--- src/sv/cpd_pkg.sv ---
// cpd_pkg: shared types and constants for the coin pulse decoder.
// Register map codes, reset values and the result record layout.
// No dependencies.
package cpd_pkg;

   localparam int unsigned CsrAddrWidth = 5;
   localparam int unsigned CsrDataWidth = 32;

   // Register index, byte address is 4 * index
   typedef enum logic [2:0] {
      REG_DEBOUNCE_MS   = 3'd0,
      REG_WINDOW_MS     = 3'd1,
      REG_PULSES_COIN_A = 3'd2,
      REG_PULSES_COIN_B = 3'd3,
      REG_PULSES_COIN_C = 3'd4,
      REG_VALUE_COIN_A  = 3'd5,
      REG_VALUE_COIN_B  = 3'd6,
      REG_VALUE_COIN_C  = 3'd7
   } cpd_reg_type;

   localparam logic [7:0]  DebounceMsReset  = 8'd20;
   localparam logic [15:0] WindowMsReset    = 16'd1000;
   localparam logic [7:0]  PulsesCoinAReset = 8'd2;
   localparam logic [7:0]  PulsesCoinBReset = 8'd4;
   localparam logic [7:0]  PulsesCoinCReset = 8'd7;
   localparam logic [7:0]  ValueCoinAReset  = 8'd1;
   localparam logic [7:0]  ValueCoinBReset  = 8'd2;
   localparam logic [7:0]  ValueCoinCReset  = 8'd5;

   localparam logic [7:0]  Max8  = 8'hFF;
   localparam logic [15:0] Max16 = 16'hFFFF;

   // Result record; selector_enable sits in bit 0
   typedef struct packed {
      logic [15:0] credit_balance;
      logic [7:0]  pulse_total;
      logic [7:0]  coin_value;
      logic        coin_done;
      logic        selector_enable;
   } cpd_rsp_type;

   localparam int unsigned RspBits      = $bits(cpd_rsp_type);
   localparam int unsigned RspDataWidth = 40;

endpackage

--- src/sv/coin_pulse_decoder.sv ---
// coin_pulse_decoder: pulse-train decoder for a multi-coin acceptor.
// A result is registered into the head entry, or into the skid entry while the head is held.
// Throughput: one request per cycle while the skid entry is empty; a two-entry result
// buffer lets a new request in while one finished result waits on a stalled rsp side.
// Reset (synchronous, active high): counters, balance and buffer cleared,
// configuration registers back to their defaults.
// Depends on cpd_pkg.
module coin_pulse_decoder
   import cpd_pkg::*;
(
   input  logic                     clock,
   input  logic                     reset,
   // request stream
   input  logic                     req_tvalid,
   output logic                     req_tready,
   input  logic [7:0]               req_tdata,   // [0] falling_edge, [1] ms_tick, [7:2] zero
   // result stream
   output logic                     rsp_tvalid,
   input  logic                     rsp_tready,
   // [0] selector_enable, [1] coin_done, [9:2] coin_value, [17:10] pulse_total,
   // [33:18] credit_balance, [39:34] zero
   output logic [RspDataWidth-1:0]  rsp_tdata,
   // configuration port
   input  logic                     csr_psel,
   input  logic                     csr_penable,
   input  logic                     csr_pwrite,
   input  logic [CsrAddrWidth-1:0]  csr_paddr,
   input  logic [CsrDataWidth-1:0]  csr_pwdata,
   output logic [CsrDataWidth-1:0]  csr_prdata,
   output logic                     csr_pready
);

   // ---------------------------------------------------------------
   // Configuration registers
   // ---------------------------------------------------------------
   logic [7:0]  debounce_ms_ff;
   logic [15:0] window_ms_ff;
   logic [7:0]  pulses_coin_a_ff, pulses_coin_b_ff, pulses_coin_c_ff;
   logic [7:0]  value_coin_a_ff, value_coin_b_ff, value_coin_c_ff;

   logic        csr_write;
   cpd_reg_type csr_index;

   assign csr_pready = 1'b1;
   assign csr_write  = csr_psel & csr_penable & csr_pwrite & csr_pready;
   assign csr_index  = cpd_reg_type'(csr_paddr[CsrAddrWidth-1:2]);

   always_ff @(posedge clock) begin
      if (reset) begin
         debounce_ms_ff   <= DebounceMsReset;
         window_ms_ff     <= WindowMsReset;
         pulses_coin_a_ff <= PulsesCoinAReset;
         pulses_coin_b_ff <= PulsesCoinBReset;
         pulses_coin_c_ff <= PulsesCoinCReset;
         value_coin_a_ff  <= ValueCoinAReset;
         value_coin_b_ff  <= ValueCoinBReset;
         value_coin_c_ff  <= ValueCoinCReset;
      end else if (csr_write) begin
         unique case (csr_index)
            REG_DEBOUNCE_MS:   debounce_ms_ff   <= csr_pwdata[7:0];
            REG_WINDOW_MS:     window_ms_ff     <= csr_pwdata[15:0];
            REG_PULSES_COIN_A: pulses_coin_a_ff <= csr_pwdata[7:0];
            REG_PULSES_COIN_B: pulses_coin_b_ff <= csr_pwdata[7:0];
            REG_PULSES_COIN_C: pulses_coin_c_ff <= csr_pwdata[7:0];
            REG_VALUE_COIN_A:  value_coin_a_ff  <= csr_pwdata[7:0];
            REG_VALUE_COIN_B:  value_coin_b_ff  <= csr_pwdata[7:0];
            REG_VALUE_COIN_C:  value_coin_c_ff  <= csr_pwdata[7:0];
         endcase
      end
   end

   always_comb begin
      csr_prdata = '0;
      unique case (csr_index)
         REG_DEBOUNCE_MS:   csr_prdata[7:0]  = debounce_ms_ff;
         REG_WINDOW_MS:     csr_prdata[15:0] = window_ms_ff;
         REG_PULSES_COIN_A: csr_prdata[7:0]  = pulses_coin_a_ff;
         REG_PULSES_COIN_B: csr_prdata[7:0]  = pulses_coin_b_ff;
         REG_PULSES_COIN_C: csr_prdata[7:0]  = pulses_coin_c_ff;
         REG_VALUE_COIN_A:  csr_prdata[7:0]  = value_coin_a_ff;
         REG_VALUE_COIN_B:  csr_prdata[7:0]  = value_coin_b_ff;
         REG_VALUE_COIN_C:  csr_prdata[7:0]  = value_coin_c_ff;
      endcase
   end

   // ---------------------------------------------------------------
   // Decoder state
   // ---------------------------------------------------------------
   logic [7:0]  pulse_count_ff, pulse_count_in;
   logic        counting_ff, counting_in;
   logic [15:0] window_elapsed_ff, window_elapsed_in;
   logic [7:0]  since_last_ff, since_last_in;
   logic        seen_pulse_ff, seen_pulse_in;
   logic [15:0] balance_ff, balance_in;

   logic        req_accept;
   logic        edge_seen, tick;
   logic [7:0]  since_ticked;
   logic [15:0] window_ticked;
   logic        window_close;
   logic        pulse_ok;
   logic [7:0]  coin_credit;
   logic [16:0] balance_sum;
   cpd_rsp_type rsp_new;

   assign req_accept = req_tvalid & req_tready;
   assign edge_seen  = req_tdata[0];
   assign tick       = req_tdata[1];

   always_comb begin
      // tick advances both timers first (the window timer only while counting), each saturating
      since_ticked  = (tick && since_last_ff != Max8) ? since_last_ff + 8'd1 : since_last_ff;
      window_ticked = (tick && counting_ff && window_elapsed_ff != Max16)
                      ? window_elapsed_ff + 16'd1 : window_elapsed_ff;
      window_close  = counting_ff && (window_ticked >= window_ms_ff);

      // first match wins: a, then b, then c
      priority if (pulse_count_ff == pulses_coin_a_ff) coin_credit = value_coin_a_ff;
      else if (pulse_count_ff == pulses_coin_b_ff)     coin_credit = value_coin_b_ff;
      else if (pulse_count_ff == pulses_coin_c_ff)     coin_credit = value_coin_c_ff;
      else                                             coin_credit = 8'd0;

      balance_sum = {1'b0, balance_ff} + {9'd0, coin_credit};

      // saturated gap always passes debounce; first pulse since reset always passes
      pulse_ok = edge_seen && !window_close &&
                 (!seen_pulse_ff || since_ticked > debounce_ms_ff || since_ticked == Max8);

      pulse_count_in    = pulse_count_ff;
      counting_in       = counting_ff;
      window_elapsed_in = window_ticked;
      since_last_in     = since_ticked;
      seen_pulse_in     = seen_pulse_ff;
      balance_in        = balance_ff;

      rsp_new = '0;

      if (window_close) begin
         balance_in     = balance_sum[16] ? Max16 : balance_sum[15:0];
         pulse_count_in = 8'd0;
         counting_in    = 1'b0;
         rsp_new.coin_done   = 1'b1;
         rsp_new.coin_value  = coin_credit;
         rsp_new.pulse_total = pulse_count_ff;
      end else if (pulse_ok) begin
         pulse_count_in = (pulse_count_ff != Max8) ? pulse_count_ff + 8'd1 : pulse_count_ff;
         seen_pulse_in  = 1'b1;
         since_last_in  = 8'd0;
         if (!counting_ff) begin
            counting_in       = 1'b1;
            window_elapsed_in = 16'd0;
         end
      end

      rsp_new.selector_enable = ~counting_in;
      rsp_new.credit_balance  = balance_in;
   end

   always_ff @(posedge clock) begin
      if (reset) begin
         pulse_count_ff    <= 8'd0;
         counting_ff       <= 1'b0;
         window_elapsed_ff <= 16'd0;
         since_last_ff     <= 8'd0;
         seen_pulse_ff     <= 1'b0;
         balance_ff        <= 16'd0;
      end else if (req_accept) begin
         pulse_count_ff    <= pulse_count_in;
         counting_ff       <= counting_in;
         window_elapsed_ff <= window_elapsed_in;
         since_last_ff     <= since_last_in;
         seen_pulse_ff     <= seen_pulse_in;
         balance_ff        <= balance_in;
      end
   end

   // ---------------------------------------------------------------
   // Result buffer: head register plus one skid entry
   // ---------------------------------------------------------------
   cpd_rsp_type head_ff, skid_ff;
   logic        head_valid_ff, skid_valid_ff;
   logic        rsp_pop;

   assign req_tready = ~skid_valid_ff;
   assign rsp_pop    = rsp_tvalid & rsp_tready;
   assign rsp_tvalid = head_valid_ff;
   assign rsp_tdata  = {(RspDataWidth - RspBits)'(0), head_ff};

   always_ff @(posedge clock) begin
      if (reset) begin
         head_valid_ff <= 1'b0;
         skid_valid_ff <= 1'b0;
      end else if (skid_valid_ff) begin
         if (rsp_pop) begin
            head_valid_ff <= 1'b1;
            skid_valid_ff <= 1'b0;
         end
      end else if (req_accept) begin
         if (!head_valid_ff || rsp_pop) begin
            head_valid_ff <= 1'b1;
         end else begin
            skid_valid_ff <= 1'b1;
         end
      end else if (rsp_pop) begin
         head_valid_ff <= 1'b0;
      end
   end

   always_ff @(posedge clock) begin
      if (skid_valid_ff) begin
         if (rsp_pop) begin
            head_ff <= skid_ff;
         end
      end else if (req_accept) begin
         if (!head_valid_ff || rsp_pop) begin
            head_ff <= rsp_new;
         end else begin
            skid_ff <= rsp_new;
         end
      end
   end

`ifndef SYNTHESIS
   // skid entry only fills behind a held head
   a_skid_behind_head: assert property (@(posedge clock) disable iff (reset)
      skid_valid_ff |-> head_valid_ff)
      else $error("skid entry valid without head entry");

   // idle decoder holds no pulses
   a_idle_no_count: assert property (@(posedge clock) disable iff (reset)
      !counting_ff |-> pulse_count_ff == 8'd0)
      else $error("pulse count nonzero outside a window");

   // a window can only be open after some pulse was taken
   a_counting_seen: assert property (@(posedge clock) disable iff (reset)
      counting_ff |-> seen_pulse_ff)
      else $error("window open without any accepted pulse");

   // closing a window always re-enables the selector
   a_done_enables: assert property (@(posedge clock) disable iff (reset)
      (rsp_tvalid && rsp_tdata[1]) |-> rsp_tdata[0])
      else $error("coin done with selector still disabled");

   // balance never decreases while running
   a_balance_mono: assert property (@(posedge clock) disable iff (reset)
      $past(!reset) |-> balance_ff >= $past(balance_ff))
      else $error("credit balance decreased");
`endif

endmodule
--- config.mk ---
export PLATFORM = sky130hd
export DESIGN_NAME = coin_pulse_decoder
export DESIGN_NICKNAME = d
export VERILOG_FILES = /design/src/sv/cpd_pkg.sv /design/src/sv/coin_pulse_decoder.sv
export SDC_FILE = /design/constraint.sdc
export NUM_CORES = 1
export LEC_CHECK = 0
export ABC_AREA = 1
export ABC_CLOCK_PERIOD_IN_PS = 4600
export CAP_MARGIN = 20
export CORE_MARGIN = 10
export CORE_UTILIZATION = 45
export DETAILED_ROUTE_END_ITERATION = 6
export DONT_BUFFER_PORTS = 1
export SYNTH_ARGS = -nofsm -noshare
export SYNTH_HDL_FRONTEND = slang
export SYNTH_SLANG_ARGS = --single-unit
export TNS_END_PERCENT = 1
--- constraint.sdc ---
create_clock -name clock -period 4.6 [get_ports clock]
set_clock_uncertainty 0.2 [all_clocks]
set_input_delay 0.69 -clock clock [delete_from_list [all_inputs] [get_ports clock]]
set_output_delay 0.69 -clock clock [all_outputs]
set_load 0.05 [all_outputs]
---- Word-level counts from Yosys, hierarchy flattened ----
Index checks and enable logic that the tools add are counted.
word-level totals
  register bits after elaboration ......... 192
  bits of input ports ..................... 52
  output and inout bits ................... 75
  logic and storage cells ................. 120
operators by class
  $add $sub $neg .......................... 4
  magnitude comparators ................... 2
  equality and inequality tests ........... 16
  multiplexer cells ....................... 33
  bitwise logic cells ..................... 8
  reduce and logical (&&, ||, !) cells .... 31
operators with widths
  cell                     count
  $mux W34                 4
  $mux W16                 6
  $mux W8                  10
  $pmux W8 S8              1
  $eq A8 B8 Y1             3
  $add A16 B8 Y17          1
  $mux W17                 1
  $add A16 B1 Y16 const B  1
  $add A8 B1 Y8 const B    2
  $ge A16 B16 Y1           1
  $ne A16 B16 Y1 const B   1
  $ne A8 B8 Y1 const B     2
  $reduce_and A2 Y1        8
  $reduce_and A3 Y1        5
  $eq A3 B3 Y1 const B     4
  $mux W1                  11
  $reduce_bool A2 Y1       5
  $eq A8 B8 Y1 const B     1
  $gt A8 B8 Y1             1
  $eq A3 B2 Y1 const B     2
  $logic_and A1 B1 Y1      6
  $and A1 B1 Y1            4
  $not A1 Y1               4
  $eq A3 B1 Y1 const B     1
  5 further kinds          9

---- Longest topological paths before layout ----
Gate-level depths: netlist of run 1.
  word-level depth ........................ 14
  depth in mapped cells ................... 26
  gate-level depth less buffers ........... 25

---- Worst setup path after synthesis of run 1 ----
No wires, ideal clock.
  path type ............................... in2reg
  start point ............................. input port req_tvalid
  end point ............................... register skid_ff[0] in the netlist's numbering, enable pin
  library setup time ...................... 0.470 ns
  arrival ................................. 3.431 ns
  required time ........................... 3.930 ns
  path slack .............................. 0.499 ns
  stages on the path ...................... 3
  buffers on the path ..................... 1
  cell sequence ........................... nand2_1 > clkbuf_1 > nor3_1
between the ends
  longest elaborated chain between the ends .. 2
ends and longest elaborated chain
  what                                RTL line                   source
  start, declared                     coin_pulse_decoder.sv:14   input logic req_tvalid,
  $and A1 B1 Y1                       coin_pulse_decoder.sv:106  assign req_accept = req_tvalid & req_tready;
  $reduce_and A3 Y1 (no source line)  n/a
  end signal, assigned                coin_pulse_decoder.sv:218  skid_ff <= rsp_new;
  end, declared                       coin_pulse_decoder.sv:180  cpd_rsp_type head_ff, skid_ff;
No other way between the ends.
A chain may end at the register's enable or synchronous reset.

---- Worst setup path after layout of run 1 ----
  start point ............................. register pulse_count_ff[5]
  end point ............................... register head_ff (netlist bit rsp_tdata[30]), data pin
between the ends
  longest elaborated chain between the ends .. 10
  elaborated cells on any way between the ends .. 12
  classes of those cells .................. add/sub: 1; eq/ne: 3; mux: 8
ends and longest elaborated chain
  what                    RTL line                   source
  start, declared         coin_pulse_decoder.sv:89   logic [7:0] pulse_count_ff, pulse_count_in;
  start signal, assigned  coin_pulse_decoder.sv:168  pulse_count_ff <= pulse_count_in;
  $eq A8 B8 Y1            coin_pulse_decoder.sv:120  else if (pulse_count_ff == pulses_coin_c_ff) coin_credit = value_coin_c_ff;
  $mux W8                 coin_pulse_decoder.sv:120
  $mux W8                 coin_pulse_decoder.sv:119  else if (pulse_count_ff == pulses_coin_b_ff) coin_credit = value_coin_b_ff;
  $mux W8 *               coin_pulse_decoder.sv:118  priority if (pulse_count_ff == pulses_coin_a_ff) coin_credit = value_coin_a_ff;
  $add A16 B8 Y17 *       coin_pulse_decoder.sv:123  balance_sum = {1'b0, balance_ff} + {9'd0, coin_credit};
  $mux W16 *              coin_pulse_decoder.sv:139  balance_in = balance_sum[16] ? Max16 : balance_sum[15:0];
  $mux W16 *              coin_pulse_decoder.sv:138  if (window_close) begin
  net balance_in[12]      coin_pulse_decoder.sv:94   logic [15:0] balance_ff, balance_in;
  $mux W34 *              coin_pulse_decoder.sv:215  if (!head_valid_ff || rsp_pop) begin
  $mux W34 *              coin_pulse_decoder.sv:214  end else if (req_accept) begin
  $mux W34 *              coin_pulse_decoder.sv:210  if (skid_valid_ff) begin
  end signal, assigned    coin_pulse_decoder.sv:212  head_ff <= skid_ff;
  end signal, assigned    coin_pulse_decoder.sv:216  head_ff <= rsp_new;
  end, declared           coin_pulse_decoder.sv:180
Mark *: on every way through the listed nets, which the timed path passes. The rest lies on a longest branch. The select of a mux whose other input is x is not followed.

==> results by group, run 1 <==
Pwr
  • Leakage power: 4.89 nW
  • Peak VDD IR: 0.000229 V
  • Overall power: 3.80 mW
  • Pwr Density: 333 mW/mm^2

Clock network
  • CTS tree: done
  • Num Clock Sinks: 192
  • # H-tree levels: 4
  • Bufs on Longest Clock Path: 2
  • CTS Root Buffer Type: clkbuf_16
  • Clk Latency, worst-skew pair: 0.43 ns
  • Clock Pin Slew Worst Setup and Hold Paths: 0.07 ns
  • CTS buffer count: 17
  • # Post-CTS Setup Buffers: 0

Floorplan
  • Placeable Area: 0.0228 sq mm
  • Die area: 0.0300 sq mm
  • Row count: 55
  • Initial Util: 46.2%
  • Die Height: 173 um
  • Die width: 173 um
  • I/O pin total: 127

STA
  • Final setup fails: 0
  • Total Neg Setup Slack: 0 ns
  • Final Hold Fails: 0
  • Final hold slack: 0.126 ns
  • F_max: 239 MHz
  • Minimum clock period: 4.19 ns
  • Slew Viols, Final: 0
  • Max-slew headroom: 18.6%
  • Slew of the pin with the lowest slew margin: 1.22 ns
  • Unrepaired setup endpoints after global routing: false
  • Tcrit/Tclk final: 91.1%

Worst setup path
  • Startpoint Class: flop
  • CP arrival: 4.19 ns
  • Worst Path Required: 4.59 ns
  • Maximum fanout along the worst path: 10
  • Setup crit end kind: flop
  • Worst Path Class, Setup: reg -> reg

Routing
  • DR vias/cell: 5.24
  • ANT nets after route: 0
  • Initial drt markers: 652
  • Vias: 8,871
  • Routed WL: 27.3 mm
  • Pre-Repair DR Iteration Count: 5
  • DRC Markers: 0
  • Drt wl/cell: 16.1 um

Finish
  • Commonest non-fill, non-tap cell in the layout: nand2_1
  • Diodes inserted: 0
  • Area occupied by multi-input gates: 0.00511 sq mm
  • Area growth, synth to finish: 8.28%
  • Share of post-route cells with drive strength above 1: 7.97%
  • Layout fillers: 2,285
  • Nets: 1,456
  • Sequential cell area: 0.00452 sq mm
  • Final instance area: 0.0114 sq mm
  • Commonest non-fill, non-tap cells in the layout: 295 x nand2_1, 152 x inv_1, 146 x nor2_1

GRT
  • Largest net degree at the start of global routing: 69
  • First-pass GRT wire length: 44.5 mm
  • GRT Overall Usage: 17.9%
  • Vias in the first global route: 8,452
  • Initial antenna violation count: 0
  • GRT Residual Overflow: 0

Flow run
  • Maxcap violations: 0

Placed design
  • Port buffer count: 0
  • GPL Wtd Cong: 0.938
  • DP HPWL: 19.5 mm
  • DP Area: 0.0108 sq mm

Hold path
  • Hold Path Class: in -> reg

Synthesis
  • Synth warn: 0
  • EDFF count, synth: 68
  • Syn Inst Count: 1,378
  • Synth unique cells: 52
  • Post-Syn Area per Cell: 7.66 sq um
  • Async S/R FF share, synth: 0%
  • Synth Flop Type: dfxtp_1
  • Sequential area share after synthesis: 42.9%
  • #FFs+latches synth: 192
  • Netlist area before placement: 0.0106 sq mm

Run status
  • Status: finished clean
synthesized netlist by cell type, types with 3 or more instances:
| cell | count | share of area, % |
|---|---|---|
| nand2_1 | 296 | 11 |
| inv_1 | 152 | 5.4 |
| nor2_1 | 146 | 5.2 |
| dfxtp_1 | 124 | 24 |
| o21ai_0 | 108 | 5.1 |
| a21oi_1 | 97 | 4.6 |
| nand3_1 | 72 | 3.4 |
| edfxtp_1 | 68 | 19 |
| xor2_1 | 36 | 3.0 |
| ha_1 | 35 | 4.1 |
| clkbuf_1 | 31 | 1.1 |
| buf_4 | 24 | 1.7 |
| nand4_1 | 18 | 1.1 |
| buf_2 | 17 | 0.81 |
| a221oi_1 | 14 | 1.2 |
| nor3_1 | 14 | 0.66 |
| o211ai_1 | 13 | 0.92 |
| inv_2 | 10 | 0.36 |
| nand3_2 | 10 | 0.95 |
| a31oi_1 | 9 | 0.53 |
| nand2_2 | 9 | 0.53 |
| o22ai_1 | 9 | 0.53 |
| and2_1 | 8 | 0.47 |
| a211oi_1 | 6 | 0.43 |
| xnor2_1 | 6 | 0.50 |
| nor2_4 | 4 | 0.43 |
| nor4_1 | 4 | 0.24 |
| nor3_2 | 3 | 0.28 |
| o21a_1 | 3 | 0.21 |
| or2_2 | 3 | 0.18 |
area by class of cell:
| cell class | count | area share (%) |
|---|---|---|
| multi-input cells | 968 | 44.7 |
| clock buffers | 17 | 3.72 |
| inverters | 164 | 5.39 |
| well taps | 313 | 3.43 |
| flip-flops and latches | 192 | 39.6 |
| repair buffers | 25 | 1.86 |
| clock inverters | 15 | 1.30 |
critical path, cell delays in order (launching register included):
cell,delay (ns)
dfxtp_1,0.48
inv_1,0.18
nand2_1,0.10
nand3_1,0.07
nor3_1,0.19
nand2_1,0.26
buf_4,0.25
a31oi_1,0.26
buf_4,0.20
ha_1,0.27
inv_1,0.10
nor2_1,0.05
nand2_1,0.10
nand2_1,0.11
nand4_1,0.09
nand2_1,0.10
nand2_1,0.31
inv_2,0.11
o21ai_0,0.19
o21ai_0,0.19
nand2_1,0.10
nand2_1,0.05
power breakdown:
group | switching [mW] | internal, mW | total [mW]
registers | 0.129 | 1.82 | 1.95
logic | 0.278 | 0.0977 | 0.376
clock network | 0.707 | 0.766 | 1.47
total | 1.11 | 2.69 | 3.80
cell families (layout without fill, tap and decap cells):
| family | after synthesis | in the layout | share of synthesized area (%) |
|---|---|---|---|
| buffers and inverters | 239 | 221 | 9.66 |
| AO/OA/AOI/OAI | 270 | 270 | 14.4 |
| adder cells (fa/ha/maj) | 36 | 36 | 4.34 |
| flip-flops | 192 | 192 | 42.9 |
| other | 2 | 23 | 0.0712 |
| XOR/XNOR | 42 | 42 | 3.49 |
| AND/OR/NAND/NOR | 597 | 597 | 25.2 |
metrics by stage:
stage | instances | util, % | worst slack (ns)
6_report | 1694 | 50.0 | 0.408
5_1_grt | 1694 | 50.0 | 0.0862
3_3_place_gp | 1655 | 47.1 | 0.488
4_1_cts | 1691 | 49.8 | 0.356
2_1_floorplan | 1399 | - | 0.499
3_5_place_dp | 1659 | 47.3 | 0.393
final timing paths:
check                                            from                     to  slack [ns]  cells past startpoint
worst max-delay path                pulse_count_ff[5]          rsp_tdata[30]        0.41                     21
worst min-delay path                            reset   window_elapsed_ff[2]        0.13                      1
worst max register to register      pulse_count_ff[5]          rsp_tdata[30]        0.41                     21
worst min register to register  window_elapsed_ff[15]  window_elapsed_ff[15]        0.27                      2
registers in the layout (all words and copies together) (netlist names):
signal and count:
rsp_tvalid 1, debounce_ms_ff 8, since_last_ff 8, seen_pulse_ff 1, pulses_coin_c_ff 8, rsp_tdata 34, balance_ff 16, pulse_count_ff 8
window_elapsed_ff 16, skid_ff 34, value_coin_b_ff 8, value_coin_a_ff 8, skid_valid_ff 1, counting_ff 1, pulses_coin_a_ff 8, value_coin_c_ff 8
pulses_coin_b_ff 8, window_ms_ff 16
what timing repair did:
item / CTS / global route
hold buffers: 0 / 0
resized for setup: 0 / 2
endpoints found under the setup margin: 0 / 19
routing by layer:
metal	up-vias	track usage, %	share of wire [%]
met5	-	0	0
met4	0	4.74	1.8
met3	32	4.75	7.0
met2	270	29.2	46
met1	4085	23.1	45
li1	4484	-	-
Note: power is estimated with default switching activity, not from simulation.
==> run 2, diff against run 1 <==
ABC_CLOCK_PERIOD_IN_PS = default   (was 4600)
CORE_UTILIZATION = 50   (was 45)
clock period = 4.7 ns   (was 4.6 ns; I/O delays follow)
==> run 2 against run 1 <==
Worst setup slack better by 0.10 ns. Power down 0.78%. Highest routed layer unchanged. Sequential share of layout area up 0.19 points.
==> results by group, run 2 (synthesis results as in run 1) <==
Run status
  • Status: finished clean

Pwr
  • Pwr Density: 331 mW/mm^2
  • Overall power: 3.77 mW
  • Leakage power: 4.88 nW
  • Peak VDD IR: 0.000299 V

STA
  • Final hold slack: 0.133 ns
  • F_max: 239 MHz
  • Max-slew headroom: 19.3%
  • Final setup fails: 0
  • Tcrit/Tclk final: 89.2%
  • Minimum clock period: 4.19 ns
  • Total Neg Setup Slack: 0 ns
  • Slew of the pin with the lowest slew margin: 1.20 ns
  • Unrepaired setup endpoints after global routing: false
  • Final Hold Fails: 0
  • Slew Viols, Final: 0

GRT
  • Initial antenna violation count: 0
  • GRT Residual Overflow: 0
  • First-pass GRT wire length: 43.8 mm
  • GRT Overall Usage: 20.3%
  • Largest net degree at the start of global routing: 69
  • Vias in the first global route: 8,206

Finish
  • Diodes inserted: 0
  • Nets: 1,452
  • Commonest non-fill, non-tap cell in the layout: nand2_1
  • Final instance area: 0.0114 sq mm
  • Commonest non-fill, non-tap cells in the layout: 294 x nand2_1, 152 x inv_1, 146 x nor2_1
  • Share of post-route cells with drive strength above 1: 7.77%
  • Area growth, synth to finish: 7.77%

Floorplan
  • Die area: 0.0273 sq mm
  • Row count: 53
  • Placeable Area: 0.0209 sq mm
  • I/O pin total: 127
  • Die width: 165 um
  • Die Height: 165 um
  • Initial Util: 50.5%

Worst setup path
  • Worst Path Class, Setup: reg -> reg
  • Setup crit end kind: flop
  • Crit Reg-Reg Startpoint: window_elapsed_ff[1]
  • R2R cell count: 22
  • Worst Path Required: 4.83 ns
  • CP arrival: 4.32 ns
  • Crit. Startpoint: window_elapsed_ff[1]
  • Startpoint Class: flop
  • Maximum fanout along the worst path: 16

Hold path
  • Hold Path Cell Cnt: 1
  • Min-Delay Startpoint: reset
  • Hold Path Class: in -> reg

Routing
  • Pre-Repair DR Iteration Count: 7
  • Initial drt markers: 692
  • Top sig layer: met4
  • WL met2: 12.6 mm
  • Met1 Wirelength: 12.3 mm
  • Vias: 8,785
  • DR vias/cell: 5.32
  • Routed WL: 27.1 mm
  • ANT nets after route: 0
  • DRC Markers: 0
  • Routed wl met3: 1.84 mm
  • Drt wl/cell: 16.4 um

Clock network
  • CTS buffer count: 17
  • # H-tree levels: 4
  • CTS Root Buffer Type: clkbuf_16
  • Clk Latency, worst-skew pair: 0.45 ns
  • Bufs on Longest Clock Path: 2
  • Clock Pin Slew Worst Setup and Hold Paths: 0.07 ns
  • CTS tree: done
  • Num Clock Sinks: 192

Flow run
  • Maxcap violations: 0

Placed design
  • DP Area: 0.0107 sq mm
  • Port buffer count: 0
  • DP HPWL: 19.4 mm
  • GPL Wtd Cong: 0.921
[run 2: report_power, final]
part | switching (mW) | internal, mW
clock network | 0.696 | 0.802
registers | 0.127 | 1.78
logic | 0.270 | 0.0914
total | 1.09 | 2.68
[run 2: critical path, cell delays in order, from the launching register on]
cell,delay [ns]
dfxtp_1,0.38
ha_1,0.22
nand3_1,0.11
inv_1,0.09
nand4_1,0.13
nand3_1,0.35
inv_1,0.28
nand2_1,0.13
xor2_1,0.14
inv_1,0.09
ha_1,0.30
a21oi_1,0.15
o21a_1,0.13
nand2_1,0.06
nand2_1,0.05
nand2_1,0.11
nand2_1,0.12
buf_4,0.24
nand2_1,0.16
nor2_8,0.26
nand2_8,0.17
nand3_1,0.11
a21oi_1,0.08
[run 2: area by class of cell]
type | count | area (sq um)
fillers | 2046 | 9520
multi-input cells | 968 | 5110
flip-flops and latches | 192 | 4520
inverters | 164 | 616
clock buffers | 17 | 425
well taps | 275 | 344
repair buffers | 21 | 183
clock inverters | 15 | 171
[run 2: per-stage QoR]
step | setup WS [ns] | utilization, % | instances
after floorplan | 0.584 | - | 1399
after global placement | 0.486 | 51.3 | 1617
after detailed placement | 0.458 | 51.3 | 1617
after CTS | 0.416 | 54.2 | 1649
after global routing | 0.0912 | 54.4 | 1652
final | 0.510 | 54.4 | 1652
[run 2: timing repair]
action / in CTS / in global routing
setup endpoints to repair: 0 / 18
resized for setup: 0 / 2
hold buffers: 0 / 0
buffers inserted: 0 / 0
[run 2: per-layer routing]
metal | track usage, % | up-vias
met3 | 5.18 | 27
met5 | 0 | -
met4 | 5.15 | 0
li1 | - | 4487
met2 | 32.9 | 250
met1 | 26.4 | 4021
[run 2: final timing paths]
check / to / slack [ns]
min: window_elapsed_ff[15] / 0.13
max: window_elapsed_ff[0] / 0.51
min reg2reg: value_coin_a_ff[5] / 0.28
max reg2reg: window_elapsed_ff[0] / 0.51
